[config.mk]
export PLATFORM = sky130hd
export DESIGN_NAME = bba_ctrl
export DESIGN_NICKNAME = d
export VERILOG_FILES = /design/src/bba_pkg.sv /design/src/bba_ctrl.sv
export SDC_FILE = /design/constraint.sdc
export NUM_CORES = 1
export LEC_CHECK = 0
export BUFFER_PORTS_ARGS = -buffer_cell sky130_fd_sc_hd__buf_2
export CELL_PAD_IN_SITES_DETAIL_PLACEMENT = 1
export CELL_PAD_IN_SITES_GLOBAL_PLACEMENT = 1
export CORE_MARGIN = 10
export CORE_UTILIZATION = 25
export CTS_CLUSTER_DIAMETER = 50
export DETAILED_ROUTE_END_ITERATION = 10
export GPL_TIMING_DRIVEN = 1
export PLACE_DENSITY_LB_ADDON = 0.25
export SLEW_MARGIN = 20
export SYNTH_ARGS = -nofsm -noshare
export SYNTH_HDL_FRONTEND = slang
export SYNTH_SLANG_ARGS = --single-unit
[constraint.sdc]
create_clock -name clk -period 5.5 [get_ports clk]
set_clock_uncertainty 0.2 [all_clocks]
set_input_delay 1.375 -clock clk [delete_from_list [all_inputs] [get_ports clk]]
set_output_delay 1.375 -clock clk [all_outputs]
set_load 0.01 [all_outputs]
[src/bba_pkg.sv]
// ----------------------------------------------------------------------------
// bba_pkg
// Shared types, codes and helpers of the buddy block allocator.
// ----------------------------------------------------------------------------
`default_nettype none

package bba_pkg;

  localparam int unsigned ADDR_W   = 48;
  localparam int unsigned SIZE_W   = 21;
  localparam int unsigned ROW_BITS = 32;
  localparam int unsigned ROW_SH   = 5;

  typedef enum logic [1:0] {
    STAT_OK        = 2'd0,
    STAT_TOO_LARGE = 2'd1,
    STAT_NO_SPACE  = 2'd2,
    STAT_NOT_ALLOC = 2'd3
  } stat_t;

  typedef enum logic [4:0] {
    ST_CLR,
    ST_INIT,
    ST_IDLE,
    ST_A_CHK,
    ST_A_LVL,
    ST_A_RD,
    ST_A_ROW,
    ST_A_DESC,
    ST_SP_RD,
    ST_SP_WR,
    ST_A_TAG,
    ST_A_ADDR,
    ST_F_ST,
    ST_F_DIV,
    ST_F_IDX,
    ST_F_TAG,
    ST_M_RD,
    ST_M_WR,
    ST_DONE
  } st_t;

  typedef struct packed {
    logic  clr_wr;
    logic  init_wr;
    logic  load;
    logic  div_start;
    logic  tag_rd;
    logic  tag_alloc;
    logic  tag_none;
    logic  row_rd;
    logic  row_sel_scan;
    logic  found_wr;
    logic  split_wr;
    logic  merge_wr;
    logic  lvl_load_want;
    logic  lvl_next;
    logic  descend;
    logic  ascend;
    logic  lvl_load_tag;
    logic  row_ctr_clr;
    logic  row_ctr_inc;
    logic  used_add;
    logic  used_sub;
    logic  mul_go;
    logic  res_set;
    logic  res_addr;
    stat_t res_code;
    logic  out_load;
  } cmd_t;

  typedef struct packed {
    logic too_large;
    logic over_pool;
    logic lvl_end;
    logic cnt_zero;
    logic row_nz;
    logic lvl_is_want;
    logic div_done;
    logic idx_bad;
    logic tag_bad;
    logic buddy_free;
    logic clr_last;
    logic init_last;
    logic out_full;
  } sts_t;

  // First bitmap row of a level; every level starts on a row boundary.
  function automatic int unsigned row_base(int unsigned n, int unsigned lvl);
    int unsigned s;
    s = 0;
    for (int unsigned k = 0; k < lvl; k++) begin
      s = s + (((n >> k) + ROW_BITS - 1) >> ROW_SH);
    end
    return s;
  endfunction

endpackage

`default_nettype wire

[src/bba_ctrl.sv]
// ----------------------------------------------------------------------------
// bba_ctrl
// Allocator sequencer: clearing and init passes, allocate and free flows.
// ----------------------------------------------------------------------------
`default_nettype none

module bba_ctrl import bba_pkg::*; (
  input  wire logic clk,
  input  wire logic rst_n,
  input  wire logic in_valid,
  input  wire logic in_func,
  output logic      in_stall,
  input  sts_t      sts,
  output cmd_t      cmd
);

  st_t state_r, state_nxt;

  always_ff @(posedge clk) begin
    if (!rst_n) begin
      state_r <= ST_CLR;
    end else begin
      state_r <= state_nxt;
    end
  end

  assign in_stall = (state_r != ST_IDLE);

  always_comb begin
    state_nxt = state_r;
    cmd       = '0;
    case (state_r)
      ST_CLR: begin
        cmd.clr_wr = 1'b1;
        if (sts.clr_last) state_nxt = ST_INIT;
      end
      ST_INIT: begin
        cmd.init_wr = 1'b1;
        if (sts.init_last) state_nxt = ST_IDLE;
      end
      ST_IDLE: begin
        if (in_valid) begin
          cmd.load  = 1'b1;
          state_nxt = in_func ? ST_F_ST : ST_A_CHK;
        end
      end
      ST_A_CHK: begin
        if (sts.too_large) begin
          cmd.res_set  = 1'b1;
          cmd.res_code = STAT_TOO_LARGE;
          state_nxt    = ST_DONE;
        end else if (sts.over_pool) begin
          cmd.res_set  = 1'b1;
          cmd.res_code = STAT_NO_SPACE;
          state_nxt    = ST_DONE;
        end else begin
          cmd.lvl_load_want = 1'b1;
          state_nxt         = ST_A_LVL;
        end
      end
      ST_A_LVL: begin
        if (sts.lvl_end) begin
          cmd.res_set  = 1'b1;
          cmd.res_code = STAT_NO_SPACE;
          state_nxt    = ST_DONE;
        end else if (sts.cnt_zero) begin
          cmd.lvl_next = 1'b1;
        end else begin
          cmd.row_ctr_clr = 1'b1;
          state_nxt       = ST_A_RD;
        end
      end
      ST_A_RD: begin
        cmd.row_rd       = 1'b1;
        cmd.row_sel_scan = 1'b1;
        state_nxt        = ST_A_ROW;
      end
      ST_A_ROW: begin
        cmd.row_sel_scan = 1'b1;
        if (sts.row_nz) begin
          cmd.found_wr = 1'b1;
          state_nxt    = ST_A_DESC;
        end else begin
          cmd.row_ctr_inc = 1'b1;
          state_nxt       = ST_A_RD;
        end
      end
      ST_A_DESC: begin
        if (sts.lvl_is_want) begin
          state_nxt = ST_A_TAG;
        end else begin
          cmd.descend = 1'b1;
          state_nxt   = ST_SP_RD;
        end
      end
      ST_SP_RD: begin
        cmd.row_rd = 1'b1;
        state_nxt  = ST_SP_WR;
      end
      ST_SP_WR: begin
        cmd.split_wr = 1'b1;
        state_nxt    = ST_A_DESC;
      end
      ST_A_TAG: begin
        cmd.tag_alloc = 1'b1;
        cmd.used_add  = 1'b1;
        cmd.mul_go    = 1'b1;
        state_nxt     = ST_A_ADDR;
      end
      ST_A_ADDR: begin
        cmd.res_set  = 1'b1;
        cmd.res_addr = 1'b1;
        cmd.res_code = STAT_OK;
        state_nxt    = ST_DONE;
      end
      ST_F_ST: begin
        cmd.div_start = 1'b1;
        state_nxt     = ST_F_DIV;
      end
      ST_F_DIV: begin
        if (sts.div_done) state_nxt = ST_F_IDX;
      end
      ST_F_IDX: begin
        if (sts.idx_bad) begin
          cmd.res_set  = 1'b1;
          cmd.res_code = STAT_NOT_ALLOC;
          state_nxt    = ST_DONE;
        end else begin
          cmd.tag_rd = 1'b1;
          state_nxt  = ST_F_TAG;
        end
      end
      ST_F_TAG: begin
        if (sts.tag_bad) begin
          cmd.res_set  = 1'b1;
          cmd.res_code = STAT_NOT_ALLOC;
          state_nxt    = ST_DONE;
        end else begin
          cmd.tag_none     = 1'b1;
          cmd.lvl_load_tag = 1'b1;
          cmd.used_sub     = 1'b1;
          state_nxt        = ST_M_RD;
        end
      end
      ST_M_RD: begin
        cmd.row_rd = 1'b1;
        state_nxt  = ST_M_WR;
      end
      ST_M_WR: begin
        cmd.merge_wr = 1'b1;
        if (sts.buddy_free) begin
          cmd.ascend = 1'b1;
          state_nxt  = ST_M_RD;
        end else begin
          cmd.res_set  = 1'b1;
          cmd.res_code = STAT_OK;
          state_nxt    = ST_DONE;
        end
      end
      ST_DONE: begin
        if (!sts.out_full) begin
          cmd.out_load = 1'b1;
          state_nxt    = ST_IDLE;
        end
      end
      default: begin
        state_nxt = ST_IDLE;
      end
    endcase
  end

endmodule

`default_nettype wire

==> summary.txt, run 1 <==
Critical path
  • Startpoint types: primary input
  • Kind of critical path: in -> out
  • Setup slack, reg-to-reg: 3.03 ns
  • Worst r2r src: state_r[0]
  • Max FO, Critical Path: 4
  • Crit. End Element: primary output
  • Worst Setup SP: sts[12]
  • Worst-case reg-to-reg path depth: 5
  • CP Data Required Time: 3.92 ns
  • Worst EP arrival: 2.42 ns

Clocking
  • Clock Path Buffers: 2
  • Hold_buf cts: 0
  • CTS tree: yes
  • Postcts setup bufs: 0
  • Sink Count: 5
  • CTS resizes: 0
  • Clock transition at the registers of the reported paths: 0.04 ns
  • Clk_lat worst skew: 0.23 ns
  • Num CTS Buffers: 3
  • Root Driver: clkbuf_4
  • H-tree depth: 1

Finish
  • Layout cells sized above 1: 36.3%
  • Largest regs: state_r x5
  • Synth-to-layout area growth: 23.9%
  • Fin nets: 175
  • Fillers: 456
  • Largest register FFs: 5
  • Commonest non-fill, non-tap cell in the layout: buf_2
  • Most frequent cells in the layout: 44 x buf_2, 12 x nor2_1, 10 x nor3_1, 10 x a21oi_1
  • Largest Register: state_r
  • Number of antenna diodes: 0

Yosys
  • EDFF count, synth: 0
  • Post-synthesis cell type count: 48
  • Cell count after synthesis: 124
  • YS warnings: 0
  • Synthesized area per cell: 6.85 µm²
  • Ys flop type: dfxtp_1
  • Synth async-reset ratio: 0%
  • Yosys top cell area share: 11.8%
  • Cell taking the most area after synthesis: dfxtp_1
  • Synthesized cell area: 850 µm²
  • Seq/Total Area, Yosys: 11.8%
  • Synth top area cells: dfxtp_1 12%, a21oi_1 5.9%, nor3_1 5.9%
  • FF+latch count, synth: 5
  • Mapped Nets: 141

STA
  • RSZ-0062 raised after global routing: false
  • Slew Viols, Final: 0
  • Minimum clock period: 4.00 ns
  • Worst Tran Pin Value: 0.975 ns
  • Final count of hold timing violations: 0
  • Setup violations, final: 0
  • Sum of negative setup slack: 0 ns
  • Max Clk Rate: 0.250 GHz
  • Rel. slew slack: 34.9%
  • Tcrit/Tclk final: 72.7%

Power
  • Pleak: 0.540 nW
  • Post-layout total power: 0.000348 W
  • Maximum vdd drop: 0.000149 V
  • Power Density: 330 nW/µm²
  • Internal cell power: 0.000168 W
  • Sw Ratio: 51.7%
  • Comb power frac: 59.6%
  • Flop pwr share: 28.7%
  • Clk pwr share: 11.7%
  • Switch Pwr: 0.000180 W

Die
  • Die Span Y: 78.3 µm
  • Core Footprint: 3310 µm²
  • Die footprint: 6130 µm²
  • Initial Util: 25.7%
  • IO Count: 45
  • Die Wd: 78.3 µm
  • Cell row count: 21

Placed design
  • I/O Buffers: 44
  • HPWL after DPL: 2620 µm
  • Routability cong.: 0.812

Worst hold path
  • Hold Startpoint: state_r[4]
  • Hold crit path type: reg -> reg
  • WHS Path Cells: 2

GRT
  • Largest net degree at the start of global routing: 30
  • Gr usage total: 10.3%
  • Grt ovf: 0
  • Top Usage Layer GRT: met2
  • Met1 GRT Util: 11.9%
  • Vias in the first global route: 1,121
  • First-pass GRT wire length: 5330 µm
  • Antenna violations before repair: 0
  • GR met2 Demand/Resource: 18.2%
  • Met3 Usage GRT: 3.99%

Drt
  • DRT antenna net count: 0
  • Via count: 1,038
  • Detailed-route vias per instance: 5.11
  • DRC viols: 0
  • Post-DR wirelength/cell: 15.8 µm
  • TritonRoute pass-1 iters: 4
  • Routed WL: 3210 µm
  • Initial DRC Count: 79

Run status
  • Outcome: complete, no violations

Job
  • Number of max-cap violations: 0
-- worst max-delay path, stage by stage --
cell	delay, ns
buf_2	0.12
o21ai_0	0.16
o21a_1	0.15
o21ai_0	0.11
or3b_1	0.36
buf_2	0.15
-- synthesized netlist by cell type, types with 2 or more instances --
library cell	number
a31oi_1	2
nand2b_1	3
nor2_2	2
buf_2	6
nor4_1	4
or3_1	2
nand2_1	4
mux2i_1	3
dfxtp_1	5
o21ai_0	7
a21oi_1	10
and3_1	2
nand4_1	2
nand3b_1	2
nand3_1	3
nor3b_1	2
inv_1	7
buf_6	3
nor2b_1	3
nor2_1	12
nor3_1	10
buf_4	4
-- final timing paths --
| kind | endpoint |
|---|---|
| worst max-delay path | cmd[4] |
| worst min-delay path | state_r[3] |
| worst max register to register | state_r[0] |
| worst min register to register | state_r[3] |
-- routing by layer --
metal,vias up,routed length [µm],part of all wire [%]
li1,517,-,-
met1,490,1410,44
met2,29,1580,49
met3,2,199,6.2
met4,0,14,0.44
met5,-,0,0
-- cell families (layout without fill, tap and decap cells) --
kind of cell / Yosys count / count (layout) / share of synthesized area (%)
AO/OA/AOI/OAI: 31 / 31 / 24.3
XOR/XNOR: 2 / 2 / 2.06
buffers and inverters: 22 / 55 / 15.0
flip-flops: 5 / 5 / 11.8
multiplexers: 3 / 3 / 3.53
AND/OR/NAND/NOR: 61 / 61 / 43.3
-- power groups by stage --
stage	Combinational (W)	Sequential, W	Clock (W)
4_1_cts	0.000208	0.0000991	0.0000426
6_report	0.000207	0.0000998	0.0000405
2_1_floorplan	0.000206	0.0000483	0
3_5_place_dp	0.000207	0.000100	0
3_3_place_gp	0.000208	0.000101	0
5_1_grt	0.000231	0.000107	0.0000461
-- through the flow --
step                      instance area, µm²  util (%)  setup WS (ns)  hold WS [ns]  instances
after global routing                    1050      31.8           1.35         0.739        203
final                                   1050      31.8           1.50         0.682        203
after floorplan                          850         -           1.80         0.516        124
after CTS                               1050      31.8           1.49         0.676        203
after detailed placement                1030      31.0           1.50         0.661        199
after global placement                  1030      31.0           1.54         0.685        199
-- cell type report --
cell class                      instances  area (µm²)  area share, %
Sequential cell                         5         100           9.51
Inverter                                7        26.3           2.50
Clock buffer                            4        26.3           2.50
Tap cell                               46        57.6           5.47
Multi-Input combinational cell         97         622           59.1
Timing Repair Buffer                   44         220           20.9
No activity file was read; power rests on OpenSTA's default activity.
==> run 2, diff against run 1 <==
==> constraint.sdc (replaced) <==
create_clock -name clk -period 3.6 [get_ports clk]
set_clock_uncertainty 0.2 [all_clocks]
set_input_delay 0.9 -clock clk [delete_from_list [all_inputs] [get_ports clk]]
set_output_delay 0.9 -clock clk [all_outputs]
set_load 0.01 [all_outputs]
==> run 2 against run 1 <==
Clock power is 59% higher. Count of clock-buffer cells in the layout unchanged. Largest power group unchanged. Sequential power increased by 25%. Combinational power grew 76%. Highest routed layer is now met3. Final area is 2.9% higher. Non-clock buffer count is 4 higher. Worst hold slack lost 0.018 ns. Wire length is 2.6% higher. Critical endpoint unchanged. Sequential share of layout area decreased by 0.26 points. Global-route usage increased by 0.14 points. Critical path depth decreased by 1.
==> summary.txt, run 2 (same netlist as run 1, synthesis figures left out) <==
Run status
  • Outcome: complete, no violations

Placed design
  • Instance area at placement: 1060 µm²
  • Pre-CTS WS: 0.547 ns
  • I/O Buffers: 44
  • HPWL after DPL: 2750 µm
  • Placed cell count: 203
  • Routability cong.: 0.827

Clocking
  • CTS tree: yes
  • Clock transition at the registers of the reported paths: 0.04 ns
  • Postcts setup bufs: 0
  • Hold_buf cts: 0
  • Clock Path Buffers: 2
  • CTS resizes: 0
  • Clk_lat worst skew: 0.24 ns
  • H-tree depth: 1
  • Root Driver: clkbuf_4
  • Num CTS Buffers: 3
  • Sink Count: 5

Drt
  • TritonRoute pass-1 iters: 5
  • Initial DRC Count: 88
  • DRC viols: 0
  • Routed WL: 3300 µm
  • Post-DR wirelength/cell: 15.9 µm
  • DRT antenna net count: 0
  • Via count: 1,051
  • Detailed-route vias per instance: 5.08

Die
  • Core Footprint: 3310 µm²
  • IO Count: 45
  • Die Span Y: 78.3 µm
  • Die Wd: 78.3 µm
  • Die footprint: 6130 µm²
  • Cell row count: 21
  • Initial Util: 25.7%

STA
  • Slew Viols, Final: 0
  • Worst Tran Pin Value: 0.635 ns
  • Setup violations, final: 0
  • Tcrit/Tclk final: 89.7%
  • Max Clk Rate: 0.310 GHz
  • Final count of hold timing violations: 0
  • Sum of negative setup slack: 0 ns
  • Minimum clock period: 3.23 ns
  • RSZ-0062 raised after global routing: false
  • Worst setup slack after layout: 0.370 ns
  • Rel. slew slack: 57.6%

Finish
  • Multi-input gate area: 622 µm²
  • Largest regs: state_r x5
  • Storage cell area: 100 µm²
  • Fillers: 454
  • Synth-to-layout area growth: 27.4%
  • Final Non-Filler Cells: 207
  • Fin nets: 179
  • Layout cells sized above 1: 37.9%
  • Commonest non-fill, non-tap cell in the layout: buf_2
  • Most frequent cells in the layout: 44 x buf_2, 12 x nor2_1, 10 x nor3_1, 10 x a21oi_1
  • Largest register FFs: 5
  • Final Instance Area: 1080 µm²
  • Largest Register: state_r
  • Number of antenna diodes: 0

Power
  • Power Density: 512 nW/µm²
  • Clk pwr share: 11.6%
  • Comb power frac: 65.8%
  • Maximum vdd drop: 0.000256 V
  • Pleak: 0.561 nW
  • Flop pwr share: 22.6%
  • Internal cell power: 0.000268 W
  • Switch Pwr: 0.000286 W
  • Sw Ratio: 51.6%

GRT
  • Grt ovf: 0
  • Gr usage total: 10.5%
  • Vias in the first global route: 1,097
  • Largest net degree at the start of global routing: 19
  • First-pass GRT wire length: 5390 µm
  • Antenna violations before repair: 0

Critical path
  • Crit. End Element: primary output
  • Worst EP arrival: 2.13 ns
  • Crit path buf inv count: 2
  • Worst Setup SP: state_r[0]
  • CP Data Required Time: 2.50 ns
  • Cell family with most CP delay: flip-flops
  • Kind of critical path: reg -> out
  • CP max stage cell: dfxtp_1
  • Crit path largest cell delay: 0.70 ns
  • Max FO, Critical Path: 16
  • Startpoint types: flop
  • Worst r2r src: state_r[0]
  • Crit path cell chain: buf_4 -> mux2i_1 -> or3_1 -> or3b_1 -> buf_2

Worst hold path
  • Hold Startpoint: state_r[0]
  • Hold crit path type: reg -> reg

Job
  • Number of max-cap violations: 0
## run 2: cell types whose count changed in the layout (fill, tap and decap cells not counted)
cell / delta
buf_4: +4
## run 2: per-stage QoR
| step | total power [W] | utilization, % | hold slack (ns) |
|---|---|---|---|
| floorplan | 0.000389 | - | 0.516 |
| global placement | 0.000490 | 31.9 | 0.654 |
| detailed placement | 0.000493 | 31.9 | 0.663 |
| CTS | 0.000561 | 32.7 | 0.669 |
| global route | 0.000607 | 32.7 | 0.709 |
| finish | 0.000554 | 32.7 | 0.664 |
## run 2: power by group through the flow
stage,sequential (W),combinational (W),clock (W)
detailed placement,0.000127,0.000366,0
floorplan,0.0000738,0.000315,0
global route,0.000133,0.000403,0.0000715
finish,0.000125,0.000364,0.0000643
CTS,0.000126,0.000367,0.0000672
global placement,0.000125,0.000365,0
## run 2: final timing paths
check             cells after the start    endpoint  slack [ns]
setup / recovery                      5      cmd[4]        0.37
hold / removal                        1  state_r[0]        0.66
hold reg to reg                       1  state_r[0]        0.66
setup reg to reg                      6  state_r[0]        1.23
## run 2: final cells by class
cell class                 instances  area share [%]
inverter                           7            2.43
timing repair buffer              48            23.1
tap                               46            5.32
sequential                         5            9.25
multi-input combinational         97            57.5
clock buffer                       4            2.43
## run 2: layer usage
layer	routed length, µm	GRT usage (%)
met4	0	1.61
met3	152	2.85
met1	1510	12.1
met5	0	0
met2	1630	19.0
==> run 3, diff against run 2 <==
==> constraint.sdc (replaced) <==
create_clock -name clk -period 3.1 [get_ports clk]
set_clock_uncertainty 0.2 [all_clocks]
set_input_delay 0.775 -clock clk [delete_from_list [all_inputs] [get_ports clk]]
set_output_delay 0.775 -clock clk [all_outputs]
set_load 0.01 [all_outputs]
==> run 3 against run 2 <==
Count of clock-buffer cells in the layout did not move. Non-clock buffer count up 5. Flip-flop and latch count stayed put. Utilization is 1.1 points higher. Sequential share of layout area is 0.31 points lower. Total power grew 19%. Register-to-register slack got worse by 0.34 ns. Combinational power is 27% higher. Global-route usage increased by 0.49 points. Critical path depth stayed put. Final area grew 3.5%. Wire length increased by 2.4%. Largest cell class unchanged. Highest routed layer is now met4.
==> summary.txt, run 3 (same netlist as run 1, synthesis figures left out) <==
Run status
  • Outcome: complete, no violations

Placed design
  • HPWL after DPL: 2890 µm
  • Routability cong.: 0.852
  • Placed cell count: 208
  • I/O Buffers: 44
  • Pre-CTS WS: 0.302 ns

Critical path
  • R2R Path End: state_r[0]
  • Worst EP arrival: 1.95 ns
  • Worst r2r src: state_r[0]
  • Crit. End Element: primary output
  • Max FO, Critical Path: 21
  • Worst-case reg-to-reg path depth: 6
  • Kind of critical path: reg -> out
  • Setup slack, reg-to-reg: 0.89 ns
  • Startpoint types: flop
  • CP Data Required Time: 2.12 ns

GRT
  • Antenna violations before repair: 0
  • Vias in the first global route: 1,189
  • Largest net degree at the start of global routing: 22
  • Gr usage total: 11.0%
  • Grt ovf: 0
  • First-pass GRT wire length: 5640 µm

Drt
  • Via count: 1,092
  • DRT antenna net count: 0
  • Detailed-route vias per instance: 5.15
  • Initial DRC Count: 44
  • TritonRoute pass-1 iters: 4
  • Post-DR wirelength/cell: 15.9 µm
  • DRC viols: 0
  • Routed WL: 3370 µm

Finish
  • Largest Register: state_r
  • Final Non-Filler Cells: 212
  • Largest register FFs: 5
  • Fin nets: 184
  • Fillers: 475
  • Layout cells sized above 1: 39.8%
  • Commonest non-fill, non-tap cell in the layout: buf_2
  • Largest regs: state_r x5
  • Most frequent cells in the layout: 44 x buf_2, 12 x nor2_1, 10 x nor3_1, 10 x a21oi_1, 9 x buf_4
  • Synth-to-layout area growth: 31.8%
  • Number of antenna diodes: 0

Power
  • Maximum vdd drop: 0.000244 V
  • Post-layout total power: 0.000662 W
  • Pleak: 0.586 nW
  • Power Density: 591 nW/µm²

Die
  • Die Wd: 78.3 µm
  • Core Footprint: 3310 µm²
  • IO Count: 45
  • Initial Util: 25.7%
  • Die Span Y: 78.3 µm
  • Die footprint: 6130 µm²
  • Cell row count: 21

STA
  • Max Clk Rate: 0.342 GHz
  • Slew Viols, Final: 0
  • Minimum clock period: 2.93 ns
  • Worst setup slack after layout: 0.172 ns
  • Setup violations, final: 0
  • Sum of negative setup slack: 0 ns
  • Final count of hold timing violations: 0
  • Rel. slew slack: 66.4%
  • RSZ-0062 raised after global routing: false
  • Worst Tran Pin Value: 0.503 ns
  • Tcrit/Tclk final: 94.5%

Worst hold path
  • Hold crit path type: in -> reg
  • Hold endpoint: state_r[3]
  • WHS Path Cells: 2
  • Hold Startpoint: rst_n

Clocking
  • Num CTS Buffers: 3
  • CTS resizes: 0
  • Clock transition at the registers of the reported paths: 0.04 ns
  • Postcts setup bufs: 0
  • H-tree depth: 1
  • Clk_lat worst skew: 0.23 ns
  • Hold_buf cts: 0
  • Root Driver: clkbuf_4
  • Sink Count: 5
  • CTS tree: yes
  • Clock Path Buffers: 2

Job
  • Number of max-cap violations: 0
run 3: changes by cell type in the layout (fill, tap and decap cells not counted), sizes merged:
cell | before | now
buf | 48 | 53
run 3: cell type report:
class | instances | area [µm²] | share of cell area [%]
tap | 46 | 57.6 | 5.14
clock buffer | 4 | 26.3 | 2.35
sequential | 5 | 100 | 8.94
inverter | 7 | 26.3 | 2.35
multi-input combinational | 97 | 622 | 55.5
timing repair buffer | 53 | 288 | 25.7
run 3: worst max-delay path by stage:
stage                     from     end  depth (start not counted)
finish              state_r[0]  cmd[4]                          5
global route        state_r[0]  cmd[4]                          5
floorplan              sts[12]  cmd[4]                          4
global placement       sts[12]  cmd[4]                          6
detailed placement     sts[12]  cmd[4]                          6
CTS                 state_r[2]  cmd[4]                          7
run 3: power by group:
group	total (W)	switching [W]	internal, W
clock network	0.0000722	0.0000237	0.0000485
registers	0.000127	0.0000470	0.0000795
logic	0.000463	0.000262	0.000201
run 3: routing by layer:
metal  track usage, %  up-vias  share of wire, %
met4             3.41        0               1.2
met1             11.9      517                42
met2             19.3       33                50
li1                 -      536                 -
met5                0        -                 0
met3             3.99        6               6.4
run 3: metrics by stage:
step	hold slack [ns]	util (%)	cell area [µm²]
finish	0.617	33.8	1120
global route	0.618	33.8	1120
CTS	0.614	33.8	1120
detailed placement	0.649	33.0	1090
global placement	0.633	33.0	1090
floorplan	0.516	-	850
run 3: critical path, cell delays in order (launching register included):
cell and delay (ns):
dfxtp_1 0.53, buf_4 0.31, mux2i_1 0.20, or3_1 0.16, or3b_1 0.35, buf_2 0.15
